$ cat src/rtl/strmm_pkg.sv
// Shared types and constants for the segment tree range min/max block.
// No dependencies; imported by every module of the block.
`default_nettype none

package strmm_pkg;

    localparam int LEAVES    = 1024;
    localparam int IDX_W     = 10;
    localparam int DATA_W    = 32;
    localparam int LEAF_W    = (LEAVES > 1) ? $clog2(LEAVES) : 1;
    localparam int LEAF_BASE = 1 << LEAF_W;
    localparam int NODE_W    = LEAF_W + 1;
    localparam int TREE_SIZE = 2 * LEAF_BASE;
    // leaf/node pointer, wide enough for base + any index + 1
    localparam int PTR_W     = ((NODE_W > IDX_W) ? NODE_W : IDX_W) + 1;

    typedef enum logic [1:0] {
        OP_SET   = 2'd0,
        OP_ADD   = 2'd1,
        OP_QUERY = 2'd2
    } t_op;

    typedef struct packed {
        logic signed [DATA_W-1:0] max_v;
        logic signed [DATA_W-1:0] min_v;
    } t_node;

    localparam logic signed [DATA_W-1:0] VAL_LOWEST  = {1'b1, {(DATA_W-1){1'b0}}};
    localparam logic signed [DATA_W-1:0] VAL_HIGHEST = {1'b0, {(DATA_W-1){1'b1}}};

endpackage

`default_nettype wire

$ cat src/rtl/strmm_minmax.sv
// Shared compare unit: merges two (max, min) pairs into one.
// Depends on strmm_pkg.
`default_nettype none

module strmm_minmax (
    input  wire strmm_pkg::t_node i_a,
    input  wire strmm_pkg::t_node i_b,
    output strmm_pkg::t_node      o_y
);
    import strmm_pkg::*;

    always_comb begin
        o_y.max_v = ($signed(i_a.max_v) > $signed(i_b.max_v)) ? i_a.max_v : i_b.max_v;
        o_y.min_v = ($signed(i_a.min_v) < $signed(i_b.min_v)) ? i_a.min_v : i_b.min_v;
    end

endmodule

`default_nettype wire

$ cat config.mk
export PLATFORM = sky130hd
export DESIGN_NAME = strmm_minmax
export DESIGN_NICKNAME = d
export VERILOG_FILES = /design/src/rtl/strmm_pkg.sv /design/src/rtl/strmm_minmax.sv
export SDC_FILE = /design/constraint.sdc
export NUM_CORES = 1
export LEC_CHECK = 0
export ABC_AREA = 0
export BUFFER_PORTS_ARGS = -buffer_cell sky130_fd_sc_hd__clkbuf_2
export CAP_MARGIN = 20
export CORE_MARGIN = 10
export CORE_UTILIZATION = 40
export DETAILED_ROUTE_END_ITERATION = 16
export GPL_TIMING_DRIVEN = 1
export PLACE_DENSITY = 0.87
export SYNTH_ARGS = -nofsm -noshare
export SYNTH_HDL_FRONTEND = slang
export SYNTH_SLANG_ARGS = --single-unit
$ cat constraint.sdc
create_clock -name vclk -period 7.3
set_clock_uncertainty 0.15 [all_clocks]
set_input_delay 1.095 -clock vclk [all_inputs]
set_output_delay 1.095 -clock vclk [all_outputs]
set_load 0.01 [all_outputs]
Word-level counts from Yosys, hierarchy flattened
Cells that the tools add are included.
- muxes and demuxes: 2
- order comparisons: 2
- operator list (operator ; number):
    $mux W32 ; 2
    $gt A32 B32 Y1 ; 1
    $lt A32 B32 Y1 ; 1
- register bits after elaboration: 0
- logic and storage cells: 4

Depth between registers and ports, before layout
Gate-level depths: netlist of run 1.
- word-level depth: 2
- gate-level depth with buffers: 11
- mapped depth without buffers: 8

Least setup slack after synthesis of run 1
No wires, ideal clock.
- path type: in2out
- start point: input i_b[51] in the netlist's numbering
- end point: output o_y[34] in the netlist's numbering
- data required time: 6.055 ns
- setup slack: 2.891 ns
- path buffers: 1
- arrival time: 3.164 ns
- stages: 9
- cell sequence: inv_1 ha_1 nand4_2 nor4_4 nor2_1 a211o_1 a41o_4 buf_6 a222oi_1
- RTL lines (element ; RTL line ; RTL):
    start: declaration ; strmm_minmax.sv:7 ; input wire strmm_pkg::t_node i_b,
    end: declaration ; strmm_minmax.sv:8 ; output strmm_pkg::t_node o_y

==> qor.yml, run 1 <==
status:
  status: "complete, no violations"
setup_path:
  cp_max_fo: 21
  endpoint_kind: "output port"
  worstPathArrival_ns: 4.35
  cp_slowest_cell: "o21a_1"
  cpLargestDelayFamily: "compound AO/OA/AOI/OAI gates"
  cp.required_ns: 6.05
  path_cells: "clkbuf_2 > inv_1 > ha_1 > nand4_2 > nor3_1 > a21oi_1 > o21a_1 > buf_4 > a31oi_2 > buf_4 > a222oi_1 > clkbuf_2"
  start_kind: "primary input"
  criticalPathCategory: "primary input to output port"
  crit_buf_inv: 5
  slowest_delay_ns: 0.63
place:
  gp_congestion: 0.9152
  dp_hpwl_microns: 9911
  port-buffer-count: 192
drt:
  vias: 3724
  viasPerCell: 5.677
  drt-initial-drc-count: 268
  wirelength_microns: 11380
  wl_per_cell_microns: 17.34
  ant_nets: 0
  dr.pass1.iters: 5
  drcViolationCount: 0
floorplan:
  num_rows: 30
  die_area_sq_um: 10840
  ioPinCount: 192
  die-height_microns: 104.1
  dieWidth_microns: 104.1
  start_util: 0.4143
  core_sq_um: 6832
grt:
  antenna_found_initial: 0
  grt_pass1_wl_microns: 18150
  grt_max_degree: 33
  track_usage: 0.1894
  grt-ovfl-total: 0
  grt_pass1_vias: 3938
timing:
  setup_viol: 0
  finalHoldViolCount: 0
  fin_crit_sh: 0.7658
  fin_hold_ws_ns: 2.374
  grt_setup_unrepaired: "false"
  min_period_ns: 5.590
  slew_headroom: 0.3128
  max_freq_mhz: 178.9
  fin_tns_setup_ns: 0
  slew_viol_final: 0
  worst_slew_pin_slew_ns: 1.030
run:
  drv_cap: 0
finish:
  layout-drive-gt1-share: 0.4232
  seqCellArea_sq_um: 0
  antennaDiodeCount: 0
  seq_cells: 0
  final_common_cell: "clkbuf_2"
  num-clock-buffers: 0
  multiInputGateArea_sq_um: 2374
  mostFrequentLayoutCells: "192 x clkbuf_2, 96 x inv_1, 63 x ha_1"
  fillers: 660
  syn_to_final_growth_pct: 35.85
  layout.nets: 753
synth:
  ys_seq_area_frac: 0
  synth_nets: 575
  syn_area_sq_um: 2830
  yosys_warnings: 0
  syn_inst: 384
  ys_types: 40
  synth.avg_cell_area_sq_um: 7.370
clock_network:
  cts.repair.resized: 0
  post-cts-setup-buffer-count: 0
  hold_buffers: 0
power_and_ir_drop:
  leakage_nw: 2.317
  peakVddDrop_v: 0.00005311
  powerDensity_nw_per_um2: 85.90
worst_hold_path:
  hold_class: "primary input to output port"
## layout make-up
type,count,share of cell area
inverter,96,0.09372
multi-input combinational,268,0.6173
tap,96,0.03124
timing repair buffer,196,0.2577
## kinds of logic after synthesis
group	share of synthesized area
buffers and inverters	0.1636
multiplexers	0.1273
AO/OA/AOI/OAI	0.3258
AND/OR/NAND/NOR	0.1048
adder cells (fa/ha/maj)	0.2785
## power breakdown
| group | switching (W) | internal (W) | total, W |
|---|---|---|---|
| Sequential | 0 | 0 | 0 |
| Combinational | 0.000182 | 0.000148 | 0.000330 |
| Clock | 0 | 0 | 0 |
## Yosys cell counts (all sizes together), types with 2 or more instances
library cell  count  share of area
nor2b             2         0.0044
a211oi            2         0.0053
nand2            12          0.016
nand3             4         0.0071
nand4            14          0.040
inv              96           0.13
a21o              8          0.021
mux2             32           0.13
a221o             2         0.0071
a211o             2         0.0062
nor3              2         0.0035
clkbuf           10          0.013
o21ai             9          0.016
nor3b             2         0.0053
nor2              6         0.0080
a2111oi           2         0.0062
a21oi            24          0.042
and2              2         0.0044
ha               63           0.28
o211ai            3         0.0080
a222oi           30           0.11
buf              10          0.023
nor4              4          0.014
o22ai            32          0.073
## per-stage QoR
| step | instances | util | power (W) | setup WS [ns] | cell area (sq um) |
|---|---|---|---|---|---|
| 2_1_floorplan | 384 | - | 0.0001981 | 2.891 | 2830 |
| 3_3_place_gp | 655 | 0.5617 | 0.0003180 | 1.941 | 3837 |
| 3_5_place_dp | 655 | 0.5617 | 0.0003284 | 1.736 | 3837 |
| 4_1_cts | 655 | 0.5617 | 0.0003300 | 1.743 | 3837 |
| 5_1_grt | 656 | 0.5628 | 0.0003641 | 1.484 | 3845 |
| 6_report | 656 | 0.5628 | 0.0003303 | 1.710 | 3845 |
## worst paths after layout
path    start  endpoint  cells after the start
max   i_b[63]   o_y[50]                     12
min   i_a[37]   o_y[37]                      4
## per-layer routing
layer / vias up / wire (microns) / track usage
met5: - / 0 / 0
met3: 20 / 794 / 0.04523
met1: 1740 / 4359 / 0.1950
li1: 1818 / - / -
met2: 146 / 6002 / 0.3757
met4: 0 / 221 / 0.03380
Power figures use the tool's default switching activity.
==> inputs of run 2 (changes only) <==
ABC_AREA = 1   (was 0)
clock period = 5.8 ns   (was 7.3 ns; I/O delays follow)
==> run 2 against run 1 <==
Net effect:
- combinational power grew 30%
- final cell count grew 14%
- sequential share of layout area did not move
==> qor.yml, run 2 <==
finish:
  layout-drive-gt1-share: 0.2992
  num-clock-buffers: 0
  syn_to_final_growth_pct: 35.06
  mostFrequentLayoutCells: "192 x clkbuf_2, 160 x nand2_1, 79 x inv_1"
  postLayoutCellArea_sq_um: 3682
  antennaDiodeCount: 0
  layout.nets: 858
  seq_cells: 0
  final_common_cell: "clkbuf_2"
  fin_util: 0.5480
  seqCellArea_sq_um: 0
floorplan:
  dieWidth_microns: 102.6
  start_util: 0.4058
  ioPinCount: 192
  die_area_sq_um: 10520
  core_sq_um: 6719
  num_rows: 30
  die-height_microns: 102.6
grt:
  track_usage: 0.1716
  grt-ovfl-total: 0
  grt_pass1_vias: 3764
  grt_max_degree: 34
  grt_pass1_wl_microns: 15700
  antenna_found_initial: 0
place:
  gp_congestion: 0.8605
  placed_cell_area_sq_um: 3682
  pre_cts_slack_ns: 1.364
  port-buffer-count: 192
  dp_hpwl_microns: 8720
setup_path:
  endpoint_kind: "output port"
  cp_slowest_cell: "nand4_2"
  cp_max_fo: 33
  start_kind: "primary input"
  criticalPathCategory: "primary input to output port"
  cp_common_cell: "nand2_1"
  path_cells: "clkbuf_2 > inv_1 > ha_1 > nand2_1 > nor2_1 > nand2_1 > nor2_2 > nand4_2 > nand3_4 > nand2_1 > nand2_1 > clkbuf_2"
  slowest_delay_ns: 0.64
  cp.required_ns: 4.78
  worstPathArrival_ns: 3.41
drt:
  ant_nets: 0
  vias: 3887
  drt-initial-drc-count: 158
  wirelength_microns: 10060
  dr.pass1.iters: 5
  drcViolationCount: 0
  viasPerCell: 5.217
  wl_per_cell_microns: 13.51
status:
  status: "complete, no violations"
worst_hold_path:
  hold_class: "primary input to output port"
  min_delay_worst_endpoint: "o_y[50]"
  min_path_cells: 4
  worstHoldStart: "i_b[50]"
synth:
  synth.avg_cell_area_sq_um: 5.508
  ys_types: 19
  synth_nets: 686
  ys_seq_area_frac: 0
  syn_inst: 495
  syn_area_sq_um: 2726
  synthTopCellsByArea: "ha_1 29%, nand2_1 22%, nand3_1 13%"
  synth_most_common_cell: "nand2_1"
  yosysTopAreaCellShare: 0.2891
  yosys.area.top_type: "ha_1"
  yosys_warnings: 0
  synth_common_cells: "160 x nand2_1, 79 x inv_1, 69 x nand3_1"
timing:
  grt_setup_unrepaired: "false"
  max_freq_mhz: 225.6
  setup_ws_ns: 1.366
  slew_viol_final: 0
  fin_tns_setup_ns: 0
  setup_viol: 0
  fin_crit_sh: 0.7644
  finalHoldViolCount: 0
  slew_headroom: 0.3024
  worst_slew_pin_slew_ns: 1.044
  min_period_ns: 4.434
power_and_ir_drop:
  leakage_nw: 2.555
  peakVddDrop_v: 0.00005613
  powerDensity_nw_per_um2: 116.6
clock_network:
  hold_buffers: 0
  post-cts-setup-buffer-count: 0
  cts.repair.resized: 0
run:
  drv_cap: 0
run 2: critical path, delay by kind of cell:
kind / cells / cell delay, ns
AND/OR/NAND/NOR: 8 / 1.95
adder cells (fa/ha/maj): 1 / 0.33
buffers and inverters: 3 / 0.26
run 2: logic make-up (layout without fill, tap and decap cells):
family                   Yosys count  in the layout  synth area share
buffers and inverters            103            273            0.1583
AO/OA/AOI/OAI                     39             39           0.07527
adder cells (fa/ha/maj)           63             63            0.2891
AND/OR/NAND/NOR                  290            290            0.4773
run 2: worst max path at each step:
stage / start / end / slack [ns] / depth (start not counted)
after global routing: i_b[63] / o_y[36] / 1.02 / 12
final: i_b[63] / o_y[54] / 1.37 / 12
after floorplan: i_b[31] / o_y[10] / 2.53 / 11
after global placement: i_b[31] / o_y[25] / 1.48 / 11
after CTS: i_b[63] / o_y[38] / 1.35 / 12
after detailed placement: i_b[63] / o_y[38] / 1.36 / 12
run 2: metal layers:
layer,track usage,up-vias,wire (microns)
met4,0.02061,0,94
met2,0.3567,151,5582
met3,0.02346,8,688
met5,0,-,0
li1,-,1986,-
met1,0.1781,1742,3698
run 2: power by group:
group          switching [W]  total (W)  leakage (nW)  internal [W]
sequential                 0          0             0             0
combinational       0.000256   0.000429          2.55      0.000173
clock                      0          0             0             0
total               0.000256   0.000429          2.55      0.000173
run 2: per-stage QoR:
step                instances  hold WS [ns]  total power, W
global route              745         1.912       0.0004856
floorplan                 495         1.708       0.0002635
detailed placement        745         1.897       0.0004308
CTS                       745         1.898       0.0004331
finish                    745         1.892       0.0004293
global placement          743         1.890       0.0004132
run 2: layout make-up:
class	instances	area, sq um
tap	80	100.1
fill	667	3037
multi-input combinational	392	2295
timing repair buffer	194	991.0
inverter	79	296.5
==> inputs of run 3 (changes only) <==
ABC_AREA = 0   (was 1)
clock period = 4.2 ns   (was 5.8 ns; I/O delays follow)
==> run 3 against run 2 <==
Net effect:
- global-route usage is 1.7 points higher
- total power is 38% higher
- final cell count is 11% lower
- largest cell class unchanged
- first-iteration DRC count is 65% higher
- critical path type unchanged
==> qor.yml, run 3 (synthesized netlist as in run 1, its figures left out) <==
status:
  status: "complete, no violations"
place:
  dp_hpwl_microns: 9938
  port-buffer-count: 192
  gp_congestion: 0.9081
finish:
  layout.nets: 760
  final_common_cell: "clkbuf_2"
  syn_to_final_growth_pct: 39.12
  num-clock-buffers: 0
  layout-drive-gt1-share: 0.4321
  seq_cells: 0
  antennaDiodeCount: 0
  seqCellArea_sq_um: 0
  mostFrequentLayoutCells: "192 x clkbuf_2, 96 x inv_1, 62 x ha_1"
  fin_util: 0.5764
  multiInputGateArea_sq_um: 2385
  fillers: 650
timing:
  grt_setup_unrepaired: "false"
  fin_tns_setup_ns: 0
  slew_viol_final: 0
  setup_viol: 0
  min_period_ns: 3.995
  slew_headroom: 0.5767
  finalHoldViolCount: 0
  worst_slew_pin_slew_ns: 0.6189
  max_freq_mhz: 250.3
  fin_crit_sh: 0.9512
worst_hold_path:
  min_path_cells: 4
  worstHoldStart: "i_a[48]"
  min_delay_worst_endpoint: "o_y[48]"
  hold_class: "primary input to output port"
grt:
  grt_pass1_vias: 3873
  grt_max_degree: 32
  antenna_found_initial: 0
  grt_pass1_wl_microns: 18060
  grt-ovfl-total: 0
  track_usage: 0.1889
power_and_ir_drop:
  internal_power_w: 0.0002700
  powerDensity_nw_per_um2: 150.4
  seq_power_share: 0
  p_clk_frac: 0
  leakage_nw: 2.360
  peakVddDrop_v: 0.00009238
  power_frac_comb: 1.000
  power.switching_w: 0.0003221
  switching_share: 0.5440
drt:
  drt-initial-drc-count: 261
  met1_length_microns: 4333
  ant_nets: 0
  wl_met3_microns: 922
  drcViolationCount: 0
  met2_length_microns: 5990
  wirelength_microns: 11460
  vias: 3738
  top_layer: "met4"
  wl_per_cell_microns: 17.29
  viasPerCell: 5.638
  dr.pass1.iters: 6
setup_path:
  endpoint_kind: "output port"
  cp.required_ns: 3.42
  cp_max_fo: 31
  criticalPathCategory: "primary input to output port"
  start_kind: "primary input"
  worstPathArrival_ns: 3.21
floorplan:
  die-height_microns: 104.1
  start_util: 0.4143
  die_area_sq_um: 10840
  num_rows: 30
  dieWidth_microns: 104.1
  ioPinCount: 192
  core_sq_um: 6832
run:
  drv_cap: 0
run 3: how the worst max path moves through the flow:
stage	startpoint	to	slack, ns	depth (start not counted)
2_1_floorplan	i_b[51]	o_y[34]	0.72	9
3_3_place_gp	i_b[63]	o_y[56]	0.24	11
3_5_place_dp	i_b[63]	o_y[58]	0.12	11
4_1_cts	i_b[63]	o_y[58]	0.12	11
5_1_grt	i_b[63]	o_y[36]	0.06	10
6_report	i_b[63]	o_y[45]	0.21	10
run 3: cell type report:
type,count,share of cell area
Inverter,96,0.09152
Multi-Input combinational cell,268,0.6057
Tap cell,96,0.03051
Timing Repair Buffer,203,0.2723
run 3: repair_timing:
item | 4_1_cts | 5_1_grt
setup endpoints to repair | 0 | 17
hold buffers | 0 | 0
setup buffers | 0 | 3
gates resized for setup | 0 | 3
endpoints found under the hold margin | 0 | 0
run 3: worst max-delay path, stage by stage:
cell and delay [ns]:
clkbuf_2 0.09, inv_1 0.05, ha_2 0.43, nand4_2 0.22
nor4_4 0.26, nor2_1 0.08, a211o_1 0.37, a41o_4 0.43
a222oi_1 0.42, clkbuf_2 0.21
run 3: stage by stage:
| stage | cells | area, sq um | setup slack (ns) | hold WS, ns | power, W |
|---|---|---|---|---|---|
| finish | 663 | 3938 | 0.2051 | 1.446 | 0.0005922 |
| floorplan | 384 | 2830 | 0.7212 | 1.226 | 0.0003443 |
| global placement | 660 | 3900 | 0.2425 | 1.438 | 0.0005651 |
| global route | 663 | 3938 | 0.05732 | 1.466 | 0.0006502 |
| detailed placement | 660 | 3900 | 0.1243 | 1.442 | 0.0005845 |
| CTS | 660 | 3900 | 0.1201 | 1.443 | 0.0005872 |
run 3: routing by layer:
metal / vias to the layer above / track usage
li1: 1835 / -
met1: 1732 / 0.2025
met2: 153 / 0.3635
met3: 18 / 0.04709
met4: 0 / 0.03280
met5: - / 0
run 3: power by group through the flow:
stage | combinational [W] | sequential [W] | clock [W]
2_1_floorplan | 0.000344 | 0 | 0
3_3_place_gp | 0.000565 | 0 | 0
3_5_place_dp | 0.000585 | 0 | 0
4_1_cts | 0.000587 | 0 | 0
5_1_grt | 0.000650 | 0 | 0
6_report | 0.000592 | 0 | 0
